--- src/hdl/ial_pkg.sv ---
// ----------------------------------------------------------------------------
// ial_pkg: shared types and constants of the integer ALU
// Item structs, command codes and the lane record that moves down the chain.
// ----------------------------------------------------------------------------
package ial_pkg;

    localparam int XLEN  = 64;
    localparam int WLEN  = 32;
    localparam int WTOP  = 31;
    localparam int STEPS = 64;

    typedef enum logic [4:0] {
        CMD_LSL     = 5'd0,
        CMD_LSR     = 5'd1,
        CMD_ASR     = 5'd2,
        CMD_ROR     = 5'd3,
        CMD_RRX     = 5'd4,
        CMD_ADD     = 5'd5,
        CMD_SUB     = 5'd6,
        CMD_MUL     = 5'd7,
        CMD_UMULH   = 5'd8,
        CMD_SMULH   = 5'd9,
        CMD_UDIV    = 5'd10,
        CMD_SDIV    = 5'd11,
        CMD_AND     = 5'd12,
        CMD_OR      = 5'd13,
        CMD_EOR     = 5'd14,
        CMD_NOT     = 5'd15,
        CMD_CLZ     = 5'd16,
        CMD_REV     = 5'd17,
        CMD_EXTRACT = 5'd18,
        CMD_SMAX    = 5'd19,
        CMD_UMAX    = 5'd20,
        CMD_SMIN    = 5'd21,
        CMD_UMIN    = 5'd22,
        CMD_SXTB    = 5'd23,
        CMD_SXTH    = 5'd24,
        CMD_SXTW    = 5'd25,
        CMD_TESTBIT = 5'd26
    } cmd_t;

    typedef struct packed {
        logic [4:0]      command;
        logic            double_width;
        logic [XLEN-1:0] operand_a;
        logic [XLEN-1:0] operand_b;
        logic [7:0]      shift_amount;
        logic            carry_flag_in;
    } req_t;

    typedef struct packed {
        logic [XLEN-1:0] result_value;
        logic            negative_flag;
        logic            zero_flag;
        logic            carry_flag_out;
        logic            overflow_flag;
    } rsp_t;

    // Everything one item carries from cell to cell
    typedef struct packed {
        logic [4:0]      cmd;
        logic            wide;
        logic [XLEN-1:0] simple_res;
        logic            simple_c;
        logic            simple_v;
        logic [XLEN-1:0] mul_hi;
        logic [XLEN-1:0] mul_lo;
        logic [XLEN-1:0] mul_b;
        logic [XLEN-1:0] mul_corr;
        logic [XLEN-1:0] div_rem;
        logic [XLEN-1:0] div_q;
        logic [XLEN-1:0] div_d;
        logic            div_neg;
        logic            div_zero;
    } lane_t;

endpackage

--- src/hdl/ial_back.sv ---
// ----------------------------------------------------------------------------
// ial_back: result select and flags
// Finishes multiply and divide, picks the result and forms NZCV.
// ----------------------------------------------------------------------------
module ial_back (
    input  ial_pkg::lane_t lane,
    output ial_pkg::rsp_t  rsp
);
    import ial_pkg::*;

    always_comb
    begin
        logic [63:0] m;
        logic [63:0] sb;
        logic [63:0] high;
        logic [63:0] quo;
        logic [63:0] r;
        logic        known;

        m    = lane.wide ? 64'hFFFF_FFFF_FFFF_FFFF : 64'h0000_0000_FFFF_FFFF;
        sb   = lane.wide ? 64'h8000_0000_0000_0000 : 64'h0000_0000_8000_0000;
        high = lane.wide ? lane.mul_hi : {32'b0, lane.mul_lo[63:32]};
        quo  = lane.div_neg ? (64'd0 - lane.div_q) : lane.div_q;

        case (cmd_t'(lane.cmd))
            CMD_MUL:             r = lane.mul_lo & m;
            CMD_UMULH:           r = high;
            CMD_SMULH:           r = (high - lane.mul_corr) & m;
            CMD_UDIV, CMD_SDIV:  r = lane.div_zero ? 64'd0 : (quo & m);
            default:             r = lane.simple_res;
        endcase

        known = (lane.cmd <= CMD_TESTBIT);

        rsp.result_value   = r;
        rsp.negative_flag  = known && (cmd_t'(lane.cmd) != CMD_TESTBIT) && (|(r & sb));
        rsp.zero_flag      = known && (r == 64'd0);
        rsp.carry_flag_out = lane.simple_c;
        rsp.overflow_flag  = lane.simple_v;
    end

endmodule

--- config.mk ---
export PLATFORM = sky130hd
export DESIGN_NAME = ial_back
export DESIGN_NICKNAME = d
export VERILOG_FILES = /design/src/hdl/ial_pkg.sv /design/src/hdl/ial_back.sv
export SDC_FILE = /design/constraint.sdc
export NUM_CORES = 1
export LEC_CHECK = 0
export ABC_AREA = 1
export ABC_CLOCK_PERIOD_IN_PS = 11000
export BUFFER_PORTS_ARGS = -buffer_cell sky130_fd_sc_hd__buf_2
export CAP_MARGIN = 30
export CORE_AREA = 5 5 224 226
export DETAILED_ROUTE_END_ITERATION = 6
export DIE_AREA = 0 0 229 231
export GPL_TIMING_DRIVEN = 0
export SYNTH_ARGS = -nofsm -noshare
export SYNTH_HDL_FRONTEND = slang
export SYNTH_SLANG_ARGS = --single-unit
--- constraint.sdc ---
create_clock -name vclk -period 11
set_clock_uncertainty 0.05 [all_clocks]
set_input_delay 3.3 -clock vclk [all_inputs]
set_output_delay 3.3 -clock vclk [all_outputs]
set_load 0.03 [all_outputs]
Word level (Yosys, flattened, before mapping)
Cells that the tools add are included.

Bits in registers: 0. Input bits: 522. Output and inout port bits: 68. Word-level logic and storage cells: 25.

$add $sub $neg: 2. $lt $le $gt $ge: 1. Eq/ne operators: 6. Muxes and demuxes: 6. Bitwise logic cells: 4. Reductions and logical operators: 6.

Operators with widths (number): two-way mux 64 bit (5); bitwise AND 64 bit (4); one-hot mux 64 bit (4 select lines) (1); zero test 64 bit (1); OR reduction 64 bit (1); subtractor 1 x 64 -> 64 bit, first input constant (1); subtractor 64 bit (1); equality test 5 x 4 -> 1 bit, second input constant (4); equality test 5 x 3 -> 1 bit, second input constant (1); less-or-equal comparator 5 bit, second input constant (1); inequality test 5 bit, second input constant (1); logical AND 1 bit (3); OR reduction 2 bit (1).

Logic depth before layout (Yosys ltp)
Depth in word-level cells: 8. Depth in mapped cells: 30. Mapped depth without buffers: 27.

Worst setup path before layout
OpenSTA, ideal clock, no wires.

Path kind: input port to output port. Start point: input lane[516] in the netlist's numbering. End point: output rsp[2] in the netlist's numbering. Data arrival time: 7.058 ns. Data required time: 7.650 ns. Slack: 0.592 ns. Cell stages on the path: 26. Buffers on the path: 6. Cells stage by stage: buf_2 -> buf_2 -> clkbuf_1 -> buf_1 -> buf_2 -> buf_1 -> nand2_1 -> inv_1 -> ha_1 -> nand2_1 -> inv_1 -> a21oi_1 -> nand2_1 -> inv_1 -> nand2_1 -> a21oi_1 -> nand2_1 -> nand2_1 -> nand3_1 -> nand2_1 -> nand4_1 -> nor2_1 -> nand2_1 -> nor2_1 -> nand4_1 -> nor2_1.

RTL lines: start, declared (line ial_back.sv:6) `input ial_pkg::lane_t lane,`; end, declared (line ial_back.sv:7) `output ial_pkg::rsp_t rsp`.

==> flow_summary.toml <==
[status]
status = "complete, no violations"

[timing]
setup_viol = 0
fin_crit_sh_pct = 99.91
hold_viol_final = 0
slew_headroom_pct = 38.75
worstMarginPinSlew_ns = 0.9188
post-route-min-period_ns = 10.99
timing.fmax_mhz = 90.99
slew_viol_final = 0

[drt]
drc_errors = 0
drtIter0Drc = 2023
first_pass_iters = 7
ant_nets = 0
wl_per_cell_um = 22.78
wl_um = 85850
vias = 19030
via_per_inst = 5.048

[worst_setup_path]
slowest_stage = "o21ai_1"
critPathArrivalTime_ns = 7.64
worstSetupEndpointType = "primary output"
path_common_cell = "nand2_1"
critPathMaxStageDelay_ns = 0.53
crit_fanout = 10
crit_required_ns = 7.65
path_class = "in2out"
crit_path_start_kind = "input pin"

[run]
maxCapViolCount = 0

[layout]
final_cell_mix = "nand2_1, inv_1, buf_2, nor2_1, nand3_1"
nClkBuffers = 0
seq_cells = 0
fin_util_pct = 31.55
drive_above_1_share_pct = 17.70
ff_latch_area_um2 = 0
final_common_cell = "nand2_1"
fin_nets = 3738
area_growth_pct = 23.66

[logic_synthesis]
synth_area_um2 = 12280
netlist_instances = 2742
syn-num-nets = 3337
seq_area_frac_synth_pct = 0
syn_area_per_cell_um2 = 4.479
ys_types = 50
synth_warnings = 0

[hold_path]
whs_path_depth = 2
min_from = "lane[451]"
holdPathEnd = "rsp[1]"
min-delay-path-class = "in2out"

[clock_tree]
hold_buffers = 0

[floorplanning]
rows = 81
die_w_um = 229
core_um2 = 48140
die_y_um = 231
initial_core_util_pct = 25.51
io_pins = 590
die_area_um2 = 52900

[global_routing]
grt_overflow_total = 0
grt_pass1_vias = 17760
grt_pass1_wl_um = 118600
antenna_found_initial = 16
grt_max_degree = 11
track_usage_pct = 30.40

[place]
placement.io_buffers = 394
hpwl_um = 77520
place_congestion = 1.093
-- logic make-up (layout without fill, tap and decap cells) --
kind of cell,Yosys count,after routing,synth area share (%)
XOR/XNOR,9,9,0.6418
AND/OR/NAND/NOR,1740,1740,59.57
buffers and inverters,650,1049,20.53
adder cells (fa/ha/maj),73,73,7.498
other,0,6,0
AO/OA/AOI/OAI,270,270,11.77
-- per-layer routing --
layer | vias up | wire, um | global-route usage, %
met2 | 1140 | 34650 | 46.17
li1 | 9157 | - | -
met3 | 220 | 9220 | 6.309
met4 | 6 | 5892 | 15.62
met5 | - | 34 | 0
met1 | 8503 | 36050 | 40.65
-- worst max path at each step --
stage              start      to  cells past startpoint  slack (ns)
6_report       lane[516]  rsp[2]                     25       0.009
5_1_grt        lane[516]  rsp[2]                     28      -0.009
4_1_cts        lane[516]  rsp[2]                     28        0.04
3_5_place_dp   lane[516]  rsp[2]                     26       -0.71
3_3_place_gp   lane[516]  rsp[2]                     26       -0.78
2_1_floorplan  lane[516]  rsp[2]                     26        0.59
-- synth_stat cells, types with 2 or more instances --
library cell / number / area share (%)
nand4_1: 34 / 1.7
a21oi_1: 133 / 5.4
a31oi_1: 2 / 0.10
nand2_1: 1044 / 32
clkbuf_1: 20 / 0.61
and3_1: 5 / 0.25
clkinv_1: 2 / 0.061
o21a_1: 7 / 0.43
or2_2: 37 / 1.9
buf_6: 2 / 0.18
xor2_1: 9 / 0.64
nand3b_1: 14 / 0.86
a22o_1: 2 / 0.14
o21ai_1: 8 / 0.33
and2_1: 8 / 0.41
nor2_2: 17 / 0.87
nand2_2: 16 / 0.82
ha_1: 72 / 7.3
buf_1: 3 / 0.092
nand3_1: 235 / 9.6
nand3_2: 3 / 0.24
nor2_1: 290 / 8.9
o21ai_0: 96 / 3.9
buf_2: 32 / 1.3
buf_4: 4 / 0.24
a21o_1: 2 / 0.12
or2_1: 3 / 0.15
nor3_1: 15 / 0.61
inv_2: 6 / 0.18
nor4_1: 4 / 0.20
o211ai_1: 5 / 0.31
or2_0: 5 / 0.25
inv_1: 580 / 18
nor2_4: 4 / 0.37
o21bai_1: 8 / 0.49
-- metrics by stage --
step	setup TNS, ns	area [um^2]	hold WS (ns)	std cells	setup WS, ns
6_report	0	15190	6.806	3769	0.009370
3_5_place_dp	-1.488	15050	6.807	3761	-0.7107
3_3_place_gp	-1.898	15030	6.807	3758	-0.7846
4_1_cts	0	15070	6.807	3761	0.04202
2_1_floorplan	0	12280	6.682	2742	0.5917
5_1_grt	-0.009433	15170	6.812	3763	-0.009433
-- cell type report --
type / count / area [um^2]
Antenna cell: 6 / 15.01
Inverter: 588 / 2207
Tap cell: 622 / 778.2
Buffer: 62 / 341.6
Multi-Input combinational cell: 2092 / 9838
Timing Repair Buffer: 399 / 2007
Fill cell: 5919 / 32950
-- repair_timing --
item | 4_1_cts | 5_1_grt
gates resized for setup | 10 | 50
endpoints found under the hold margin | 0 | 0
gates cloned | 0 | 0
endpoints found under the setup margin | 7 | 2
setup buffers | 0 | 0
pin swaps | 0 | 2
-- critical path: cells and delay by family --
kind | cells | cell delay [ns]
buffers and inverters | 6 | 0.86
AOI/OAI and AO/OA | 2 | 0.71
and+or+nand+nor | 16 | 2.30
adders and majority gates | 1 | 0.44
