`config.mk`:
```
export PLATFORM = sky130hd
export DESIGN_NAME = ial_cell
export DESIGN_NICKNAME = d
export VERILOG_FILES = /design/src/hdl/ial_pkg.sv /design/src/hdl/ial_cell.sv
export SDC_FILE = /design/constraint.sdc
export NUM_CORES = 1
export LEC_CHECK = 0
export ABC_AREA = 1
export BUFFER_PORTS_ARGS = -buffer_cell sky130_fd_sc_hd__buf_2
export CELL_PAD_IN_SITES_DETAIL_PLACEMENT = 1
export CELL_PAD_IN_SITES_GLOBAL_PLACEMENT = 1
export CORE_AREA = 2 2 409 411
export CTS_BUF_LIST = sky130_fd_sc_hd__clkbuf_16
export DETAILED_ROUTE_END_ITERATION = 10
export DIE_AREA = 0 0 411 413
export GPL_TIMING_DRIVEN = 0
export MAX_ROUTING_LAYER = met4
export PLACE_DENSITY = 0.47
export SLEW_MARGIN = 0
export SYNTH_ARGS = -nofsm -noshare
export SYNTH_HDL_FRONTEND = slang
export SYNTH_SLANG_ARGS = --single-unit
```
`constraint.sdc`:
```
create_clock -name clk -period 0.8 [get_ports clk]
set_input_delay 0.16 -clock clk [delete_from_list [all_inputs] [get_ports clk]]
set_output_delay 0.16 -clock clk [all_outputs]
set_load 0.005 [all_outputs]
```
`src/hdl/ial_pkg.sv`:
```
// ----------------------------------------------------------------------------
// ial_pkg: shared types and constants of the integer ALU
// Item structs, command codes and the lane record that moves down the chain.
// ----------------------------------------------------------------------------
package ial_pkg;

    localparam int XLEN  = 64;
    localparam int WLEN  = 32;
    localparam int WTOP  = 31;
    localparam int STEPS = 64;

    typedef enum logic [4:0] {
        CMD_LSL     = 5'd0,
        CMD_LSR     = 5'd1,
        CMD_ASR     = 5'd2,
        CMD_ROR     = 5'd3,
        CMD_RRX     = 5'd4,
        CMD_ADD     = 5'd5,
        CMD_SUB     = 5'd6,
        CMD_MUL     = 5'd7,
        CMD_UMULH   = 5'd8,
        CMD_SMULH   = 5'd9,
        CMD_UDIV    = 5'd10,
        CMD_SDIV    = 5'd11,
        CMD_AND     = 5'd12,
        CMD_OR      = 5'd13,
        CMD_EOR     = 5'd14,
        CMD_NOT     = 5'd15,
        CMD_CLZ     = 5'd16,
        CMD_REV     = 5'd17,
        CMD_EXTRACT = 5'd18,
        CMD_SMAX    = 5'd19,
        CMD_UMAX    = 5'd20,
        CMD_SMIN    = 5'd21,
        CMD_UMIN    = 5'd22,
        CMD_SXTB    = 5'd23,
        CMD_SXTH    = 5'd24,
        CMD_SXTW    = 5'd25,
        CMD_TESTBIT = 5'd26
    } cmd_t;

    typedef struct packed {
        logic [4:0]      command;
        logic            double_width;
        logic [XLEN-1:0] operand_a;
        logic [XLEN-1:0] operand_b;
        logic [7:0]      shift_amount;
        logic            carry_flag_in;
    } req_t;

    typedef struct packed {
        logic [XLEN-1:0] result_value;
        logic            negative_flag;
        logic            zero_flag;
        logic            carry_flag_out;
        logic            overflow_flag;
    } rsp_t;

    // Everything one item carries from cell to cell
    typedef struct packed {
        logic [4:0]      cmd;
        logic            wide;
        logic [XLEN-1:0] simple_res;
        logic            simple_c;
        logic            simple_v;
        logic [XLEN-1:0] mul_hi;
        logic [XLEN-1:0] mul_lo;
        logic [XLEN-1:0] mul_b;
        logic [XLEN-1:0] mul_corr;
        logic [XLEN-1:0] div_rem;
        logic [XLEN-1:0] div_q;
        logic [XLEN-1:0] div_d;
        logic            div_neg;
        logic            div_zero;
    } lane_t;

endpackage

```
`src/hdl/ial_cell.sv`:
```
// ----------------------------------------------------------------------------
// ial_cell: one step of the arithmetic chain
// Adds one multiplier bit and develops one quotient bit per item.
// ----------------------------------------------------------------------------
module ial_cell (
    input  logic           clk,
    input  logic           rst_n,
    input  logic           advance,
    input  logic           up_valid,
    input  ial_pkg::lane_t up,
    output logic           dn_valid,
    output ial_pkg::lane_t dn
);
    import ial_pkg::*;

    logic   valid_reg;
    lane_t  lane_reg;
    lane_t  lane_next;
    logic [64:0] acc;
    logic [64:0] shifted;
    logic [65:0] diff;

    always_comb
    begin
        lane_next = up;

        // Multiply: add b when the low multiplier bit is set, shift right
        acc = {1'b0, up.mul_hi} + (up.mul_lo[0] ? {1'b0, up.mul_b} : 65'd0);
        lane_next.mul_hi = acc[64:1];
        lane_next.mul_lo = {acc[0], up.mul_lo[63:1]};

        // Divide: restoring step, quotient bit shifts in at the bottom
        shifted = {up.div_rem, up.div_q[63]};
        diff    = {1'b0, shifted} - {2'b0, up.div_d};
        if (!diff[65])
        begin
            lane_next.div_rem = diff[63:0];
            lane_next.div_q   = {up.div_q[62:0], 1'b1};
        end
        else
        begin
            lane_next.div_rem = shifted[63:0];
            lane_next.div_q   = {up.div_q[62:0], 1'b0};
        end
    end

    always_ff @(posedge clk or negedge rst_n)
    begin
        if (!rst_n)
            valid_reg <= 1'b0;
        else if (advance)
            valid_reg <= up_valid;
    end

    always_ff @(posedge clk)
    begin
        if (advance)
            lane_reg <= lane_next;
    end

    assign dn_valid = valid_reg;
    assign dn       = lane_reg;

endmodule

```
# Word-level counts from Yosys, hierarchy flattened
# Cells that the tools add are included.
dict set report classes {
  add_sub_neg 2
  mux 2
}
# operator count
set op_table {}
lappend op_table {{2-to-1 mux 128 bit} 1}
lappend op_table {{subtractor 65 x 64 -> 66 bit} 1}
lappend op_table {{adder 64 x 64 -> 65 bit} 1}
lappend op_table {{2-to-1 mux 64 bit} 1}
dict set report totals {
  regBits 523
  output_inout_bits 523
}

# Logic depth before layout (Yosys ltp)
# Gate-level depths: netlist of run 1.
dict set report depth {
  word_depth 2
  depth_mapped 18
  depth_no_buf 17
}

# Least setup slack after synthesis of run 1
# Ideal clock, no wire load.
dict set report synth_path {
  kind {input -> register}
  startpoint {in up[322] (netlist bit)}
  endpoint {reg lane_reg, in the netlist dn[446], data pin}
  stages 15
  arrival_time_ps 2002
  setup_ps 252
  setup_slack_ps -1454
  cell_sequence {clkbuf_1 > clkbuf_1 > nand2_1 > inv_1 > ha_1 > a21oi_1 > o21ai_0 > a21oi_1 > nand2_1 > nand2_1 > nand3_1 > nand2_1 > nand2_1 > nand2_1 > nand2_1}
}
dict set report synth_between {
  elab_chain_cells 2
}
# element line_no
set synth_rtl {}
lappend synth_rtl {{start, declared} ial_cell.sv:10} ;# input ial_pkg::lane_t up,
lappend synth_rtl {{2-to-1 mux 64 bit} ial_cell.sv:28} ;# acc = {1'b0, up.mul_hi} + (up.mul_lo[0] ? {1'b0, up.mul_b} : 65'd0);
lappend synth_rtl {{adder 64 x 64 -> 65 bit} ial_cell.sv:28}
lappend synth_rtl {{via acc[61]} ial_cell.sv:19} ;# logic [64:0] acc;
lappend synth_rtl {{end signal, assigned} ial_cell.sv:58} ;# lane_reg <= lane_next;
lappend synth_rtl {{end, declared} ial_cell.sv:17} ;# lane_t lane_reg;
# The timed path passes the listed nets, and every way through them passes these cells.
# A chain may end at the register's enable or synchronous reset.

# Worst setup path in the final report of run 1
dict set report layout_path {
  startpoint {in up[322] (netlist bit)}
  endpoint {reg lane_reg, in the netlist dn[416], data pin}
}
# Same word-level chain as after synthesis.

==> results.py, run 1 <==
metrics = {
    "yosys": {
        "synth.area.mux_share_pct": 0.0399,
        "synth_top_family_by_area": "simple AND/OR/NAND/NOR gates",
        "synth-seq-cells": 523,
        "yosysTopAreaCellShare_pct": 55.5,
        "syn_area_per_cell_um2": 8.79,
        "yosys.area_share.simple_pct": 23.3,
        "syn_nets": 3869,
        "synth_fa_ha_area_share_pct": 5.81,
        "synth-compound-area-share_pct": 4.38,
        "synth_top_area_cell": "edfxtp_1",
        "synth_cell_types": 39,
        "synth_ff_type": "edfxtp_1",
        "yosysSeqAreaShare_pct": 55.6,
        "ys_top_cells_by_area": "edfxtp_1 55%, nand2_1 14%, inv_1 8.1%",
        "syn-cell-area_um2": 28300,
        "synthArstFlopShare_pct": 0.191,
        "yosysWarningCount": 0,
        "synth_cells": 3213,
        "synth-xor-area-share_pct": 2.05,
        "synth_edf_count": 522,
    },
    "finish": {
        "drive_gt1_share_pct": 53.1,
        "final_common_cell": "buf_2",
        "utilization_pct": 33.1,
        "final_cell_mix": "917 x buf_2, 614 x nand2_1, 522 x edfxtp_1, 463 x inv_1, 461 x dlygate4sd3_1",
        "fillCellCount": 18953,
        "syn2layout_area_growth_pct": 94.6,
        "nNetsFinal": 5745,
    },
    "cts": {
        "cts_tree": "built",
        "clk_pin_slew_ps": 60,
        "cts.root.buffer_cell": "clkbuf_16",
        "htree_levels": 3,
        "cts_num_sinks": 523,
        "clock_latency_ps": 700,
        "cts_inserted_buffers": 70,
        "cts_buffer_depth": 3,
    },
    "timing": {
        "drv_slew": 0,
        "setup_ws_ps": -881,
        "whs_ps": -97.9,
        "rsz0062_at_grt": "true",
        "hold_viol": 54,
        "setup_violations": 964,
        "slew_headroom_pct": 52.0,
        "worst_slew_pin_slew_ps": 720,
        "fin_crit_sh_pct": 210,
        "post-route-min-period_ps": 1680,
        "finalClockSkew_ps": 0,
        "fmax_ghz": 0.595,
    },
    "grt": {
        "grt_pass1_wl_um": 247000,
        "grt_max_degree": 111,
        "antenna_found_initial": 108,
        "grt_usage_pct": 21.6,
        "grt_pass1_vias": 31853,
        "grt-ovfl-total": 0,
    },
    "routing": {
        "detail-route-antenna-nets": 0,
        "drt_wl_total_um": 186000,
        "viasPerCell": 4.09,
        "num_vias": 30282,
        "dr.pass1.iters": 5,
        "wl_per_cell_um": 25.2,
        "drc": 0,
        "drt_iter0_drc": 1811,
    },
    "pwr": {
        "p_clk_share_pct": 33.5,
        "seq_power_share_pct": 35.9,
        "powerDensity_nw_per_um2": 1740,
        "pwr-share-comb_pct": 30.6,
        "p_int_w": 0.0643,
        "power_leakage_nw": 24.7,
        "peakVddDrop_mv": 1.54,
        "p_sw_w": 0.0312,
        "sw_frac_of_total_pct": 32.7,
    },
    "floorplanning": {
        "std_cell_rows": 150,
        "dieArea_um2": 170000,
        "die_h_um": 413,
        "ios": 1049,
        "die-width_um": 411,
        "core_um2": 166000,
        "start_util_pct": 17.0,
    },
    "hold_path": {
        "min-delay-path-class": "input port to register",
    },
    "critical_path": {
        "critPathSlowestCell": "ha_4",
        "end_kind": "register",
        "worstPathCellList": "clkbuf_16 -> clkbuf_16 -> nand2_4 -> inv_4 -> ha_4 -> buf_12 -> nand2_8 -> nor2_4 -> nand2_2 -> o211ai_1 -> buf_4 -> nand2_4 -> nand2_4 -> nand2_4 -> nand2_8 -> buf_12 -> xor2_4",
        "max_stage_delay_ps": 300,
        "cp.arrival_ps": 2130,
        "path_max_fanout": 5,
        "crit_family": "buffers and inverters",
        "critPathBufInv": 6,
        "crit_type": "input port to register",
        "cp-start-kind": "input port",
        "crit_top_cell": "nand2_4",
        "required_ps": 1250,
    },
    "status": {
        "failed_checks": "hold timing, setup timing",
        "outcome": "complete, but fails checks",
    },
    "place": {
        "hpwl_um": 153000,
        "numPortBuffers": 1047,
        "gp_congestion": 1.01,
        "preCtsSetupSlack_ps": -2320,
    },
    "run": {
        "maxCapViolCount": 0,
    },
}
-- path summary, 6_finish.rpt --
check | startpoint | end | cells past startpoint | slack (ps)
worst min register to register | dn_valid | dn_valid | 1 | 580
min in group asynchronous | rst_n | dn_valid | 3 | 310
worst max-delay path | up[322] | dn[416] | 17 | -880
worst min-delay path | advance | dn[374] | 1 | -100
max in group asynchronous | rst_n | dn_valid | 3 | 390
worst max register to register | dn_valid | dn_valid | 1 | 10
-- registers in the layout (all words and copies together), names as in the netlist --
register and count:
dn 522, dn_valid 1
-- power by group through the flow --
stage | combinational [W] | sequential, W | clock, W
floorplan | 0.00774 | 0.0350 | 0
finish | 0.0293 | 0.0343 | 0.0320
global route | 0.0313 | 0.0345 | 0.0341
CTS | 0.0271 | 0.0343 | 0.0333
detailed placement | 0.0189 | 0.0347 | 0
global placement | 0.0182 | 0.0347 | 0
-- area by class of cell --
| class | count | area, µm² | area share [%] |
|---|---|---|---|
| antenna | 51 | 128 | 0.232 |
| buffer | 23 | 459 | 0.835 |
| clock buffer | 70 | 1750 | 3.19 |
| clock inverter | 56 | 566 | 1.03 |
| inverter | 621 | 2410 | 4.38 |
| multi-input combinational | 2043 | 17500 | 31.9 |
| sequential | 523 | 15700 | 28.6 |
| tap | 2204 | 2760 | 5.02 |
| timing repair buffer | 1807 | 13700 | 24.9 |
-- Yosys cell counts (all sizes together), types with 5 or more instances --
cell type  number
a21oi         149
and2            5
buf            15
clkbuf         11
edfxtp        522
ha            128
inv           621
nand2        1056
nand3         206
nand3b          5
nand4          23
nor2          281
nor3           22
nor4            9
o21a            6
o21ai          63
o21bai         12
xor2           64
-- through the flow --
step,total power (W),instances,area [µm²],hold slack (ps),TNS [ps]
2_1_floorplan,0.0427,3213,30200,-136,-135520
3_3_place_gp,0.0528,6464,38200,-65.0,-5215190
3_5_place_dp,0.0536,6469,38400,-62.1,-675670
4_1_cts,0.0947,7262,52200,-367,-493180
5_1_grt,0.0999,7381,54900,-129,-530070
6_report,0.0955,7398,55000,-97.9,-472890
-- cells by family after synthesis --
group	after synthesis
adders and majority gates	130
DFF	523
AOI/OAI and AO/OA	235
and+or+nand+nor	1611
xor gates and xnor gates	66
buffers and inverters	647
muxes	1
-- repair_timing --
item,4_1_cts,5_1_grt
gates cloned,18,1
pin swaps,312,341
gates resized for setup,1343,533
setup buffers,201,86
endpoints found under the setup margin,834,978
hold buffers,455,6
endpoints found under the hold margin,535,67
-- layer usage --
| metal | track usage (%) | share of wire (%) | vias up |
|---|---|---|---|
| li1 | - | - | 14144 |
| met1 | 23.9 | 38 | 14773 |
| met2 | 37.8 | 50 | 1049 |
| met3 | 5.70 | 7.2 | 316 |
| met4 | 7.12 | 4.0 | 0 |
| met5 | - | 0 | - |
No activity file was read; power rests on OpenSTA's default activity.
==> run 2, diff against run 1 <==
--- a/config.mk
+++ b/config.mk
@@ -6,16 +6,16 @@
 export NUM_CORES = 1
 export LEC_CHECK = 0
 export ABC_AREA = 1
-export BUFFER_PORTS_ARGS = -buffer_cell sky130_fd_sc_hd__buf_2
 export CELL_PAD_IN_SITES_DETAIL_PLACEMENT = 1
 export CELL_PAD_IN_SITES_GLOBAL_PLACEMENT = 1
-export CORE_AREA = 2 2 409 411
+export CORE_AREA = 2 2 408 410
 export CTS_BUF_LIST = sky130_fd_sc_hd__clkbuf_16
 export DETAILED_ROUTE_END_ITERATION = 10
-export DIE_AREA = 0 0 411 413
+export DIE_AREA = 0 0 410 412
+export DONT_BUFFER_PORTS = 1
 export GPL_TIMING_DRIVEN = 0
 export MAX_ROUTING_LAYER = met4
-export PLACE_DENSITY = 0.47
+export PLACE_DENSITY = 0.39
 export SLEW_MARGIN = 0
 export SYNTH_ARGS = -nofsm -noshare
 export SYNTH_HDL_FRONTEND = slang
==> results.py, run 2 (same netlist as run 1, synthesis figures left out) <==
metrics = {
    "status": {
        "outcome": "complete, but fails checks",
        "failed_checks": "hold timing, setup timing",
    },
    "timing": {
        "setup_violations": 671,
        "whs_ps": -448,
        "post-route-min-period_ps": 1650,
        "hold_viol": 214,
        "setup_ws_ps": -852,
        "finalClockSkew_ps": 0,
        "drv_slew": 0,
        "rsz0062_at_grt": "true",
        "worst_slew_pin_slew_ps": 1410,
        "fmax_ghz": 0.605,
        "fin_crit_sh_pct": 206,
        "slew_headroom_pct": 5.89,
    },
    "routing": {
        "num_vias": 25530,
        "drc": 0,
        "wl_per_cell_um": 29.2,
        "viasPerCell": 4.11,
        "detail-route-antenna-nets": 0,
        "drt_iter0_drc": 1397,
        "drt_wl_total_um": 182000,
        "dr.pass1.iters": 5,
    },
    "finish": {
        "final_common_cell": "nand2_1",
        "drive_gt1_share_pct": 38.0,
        "utilization_pct": 28.7,
        "largest_register_ff_count": 522,
        "multi_input_area_um2": 16900,
        "fillCellCount": 18456,
        "syn2layout_area_growth_pct": 67.0,
        "final_cell_mix": "673 x nand2_1, 522 x edfxtp_1, 496 x inv_1, 427 x dlygate4sd3_1, 213 x nand2_2",
        "nNetsFinal": 4598,
        "register_area_um2": 15700,
    },
    "cts": {
        "cts_num_sinks": 523,
        "cts_tree": "built",
        "clock_latency_ps": 680,
        "cts_inserted_buffers": 68,
        "cts_buffer_depth": 3,
        "clk_pin_slew_ps": 60,
        "htree_levels": 3,
        "cts.root.buffer_cell": "clkbuf_16",
    },
    "floorplanning": {
        "die_h_um": 412,
        "dieArea_um2": 169000,
        "std_cell_rows": 149,
        "die-width_um": 410,
        "start_util_pct": 17.2,
        "core_um2": 164000,
        "ios": 1049,
    },
    "grt": {
        "grt_max_degree": 524,
        "grt-ovfl-total": 0,
        "grt_pass1_vias": 26620,
        "grt_pass1_wl_um": 234000,
        "grt_usage_pct": 21.1,
        "antenna_found_initial": 74,
    },
    "place": {
        "numPortBuffers": 0,
        "hpwl_um": 149000,
        "gp_congestion": 1.15,
    },
    "critical_path": {
        "path_max_fanout": 1,
        "required_ps": 640,
        "cp.arrival_ps": 1490,
        "end_kind": "primary output",
        "cp-start-kind": "register",
        "crit_type": "register to primary output",
    },
    "run": {
        "maxCapViolCount": 0,
    },
    "pwr": {
        "powerDensity_nw_per_um2": 1890,
        "peakVddDrop_mv": 1.89,
        "power_leakage_nw": 19.6,
    },
    "hold_path": {
        "min-delay-path-class": "input port to register",
    },
}
-- run 2: area by class of cell --
class,count,share of cell area (%)
antenna,34,0.180
buffer,26,1.01
clock buffer,69,3.66
clock inverter,54,1.21
inverter,621,5.14
multi-input combinational,2043,35.9
sequential,523,33.3
tap,2189,5.81
timing repair buffer,659,13.8
-- run 2: worst paths after layout --
path | startpoint | cells after the start | endpoint | slack [ps]
max | dn[95] | 0 | dn[95] | -850
min | up[2] | 0 | dn[2] | -450
max reg2reg | dn_valid | 1 | dn_valid | 20
min reg2reg | dn_valid | 1 | dn_valid | 560
max in group asynchronous | rst_n | 2 | dn_valid | 470
min in group asynchronous | rst_n | 2 | dn_valid | 220
-- run 2: per-layer routing --
layer | share of wire, % | vias to the layer above | global-route usage, %
li1 | - | 11846 | -
met1 | 37 | 12454 | 22.4
met2 | 51 | 937 | 36.9
met3 | 7.5 | 293 | 6.66
met4 | 4.2 | 0 | 7.25
met5 | 0 | - | -
-- run 2: what timing repair did --
action | CTS | global route
endpoints found under the setup margin | 649 | 652
gates cloned | 13 | 5
hold buffers | 388 | 39
buffers inserted | 142 | 76
hold endpoints to repair | 1037 | 401
pin swaps | 188 | 243
resized for setup | 866 | 571
-- run 2: through the flow --
stage	setup WS (ps)	TNS, ps	cells	power, W	instance area [µm²]
6_report	-852	-339750	6218	0.0891	47200
5_1_grt	-912	-365840	6208	0.0928	47200
4_1_cts	-840	-365750	6066	0.0878	43800
3_5_place_dp	-2130	-236120	5402	0.0490	33000
3_3_place_gp	-2140	-234510	5402	0.0490	33000
2_1_floorplan	-1250	-135520	3213	0.0427	30200
-- run 2: power breakdown --
group	leakage (nW)	internal, W	switching (W)
Combinational	13.3	0.00870	0.0116
Clock	1.14	0.0185	0.0138
Sequential	5.12	0.0335	0.00296
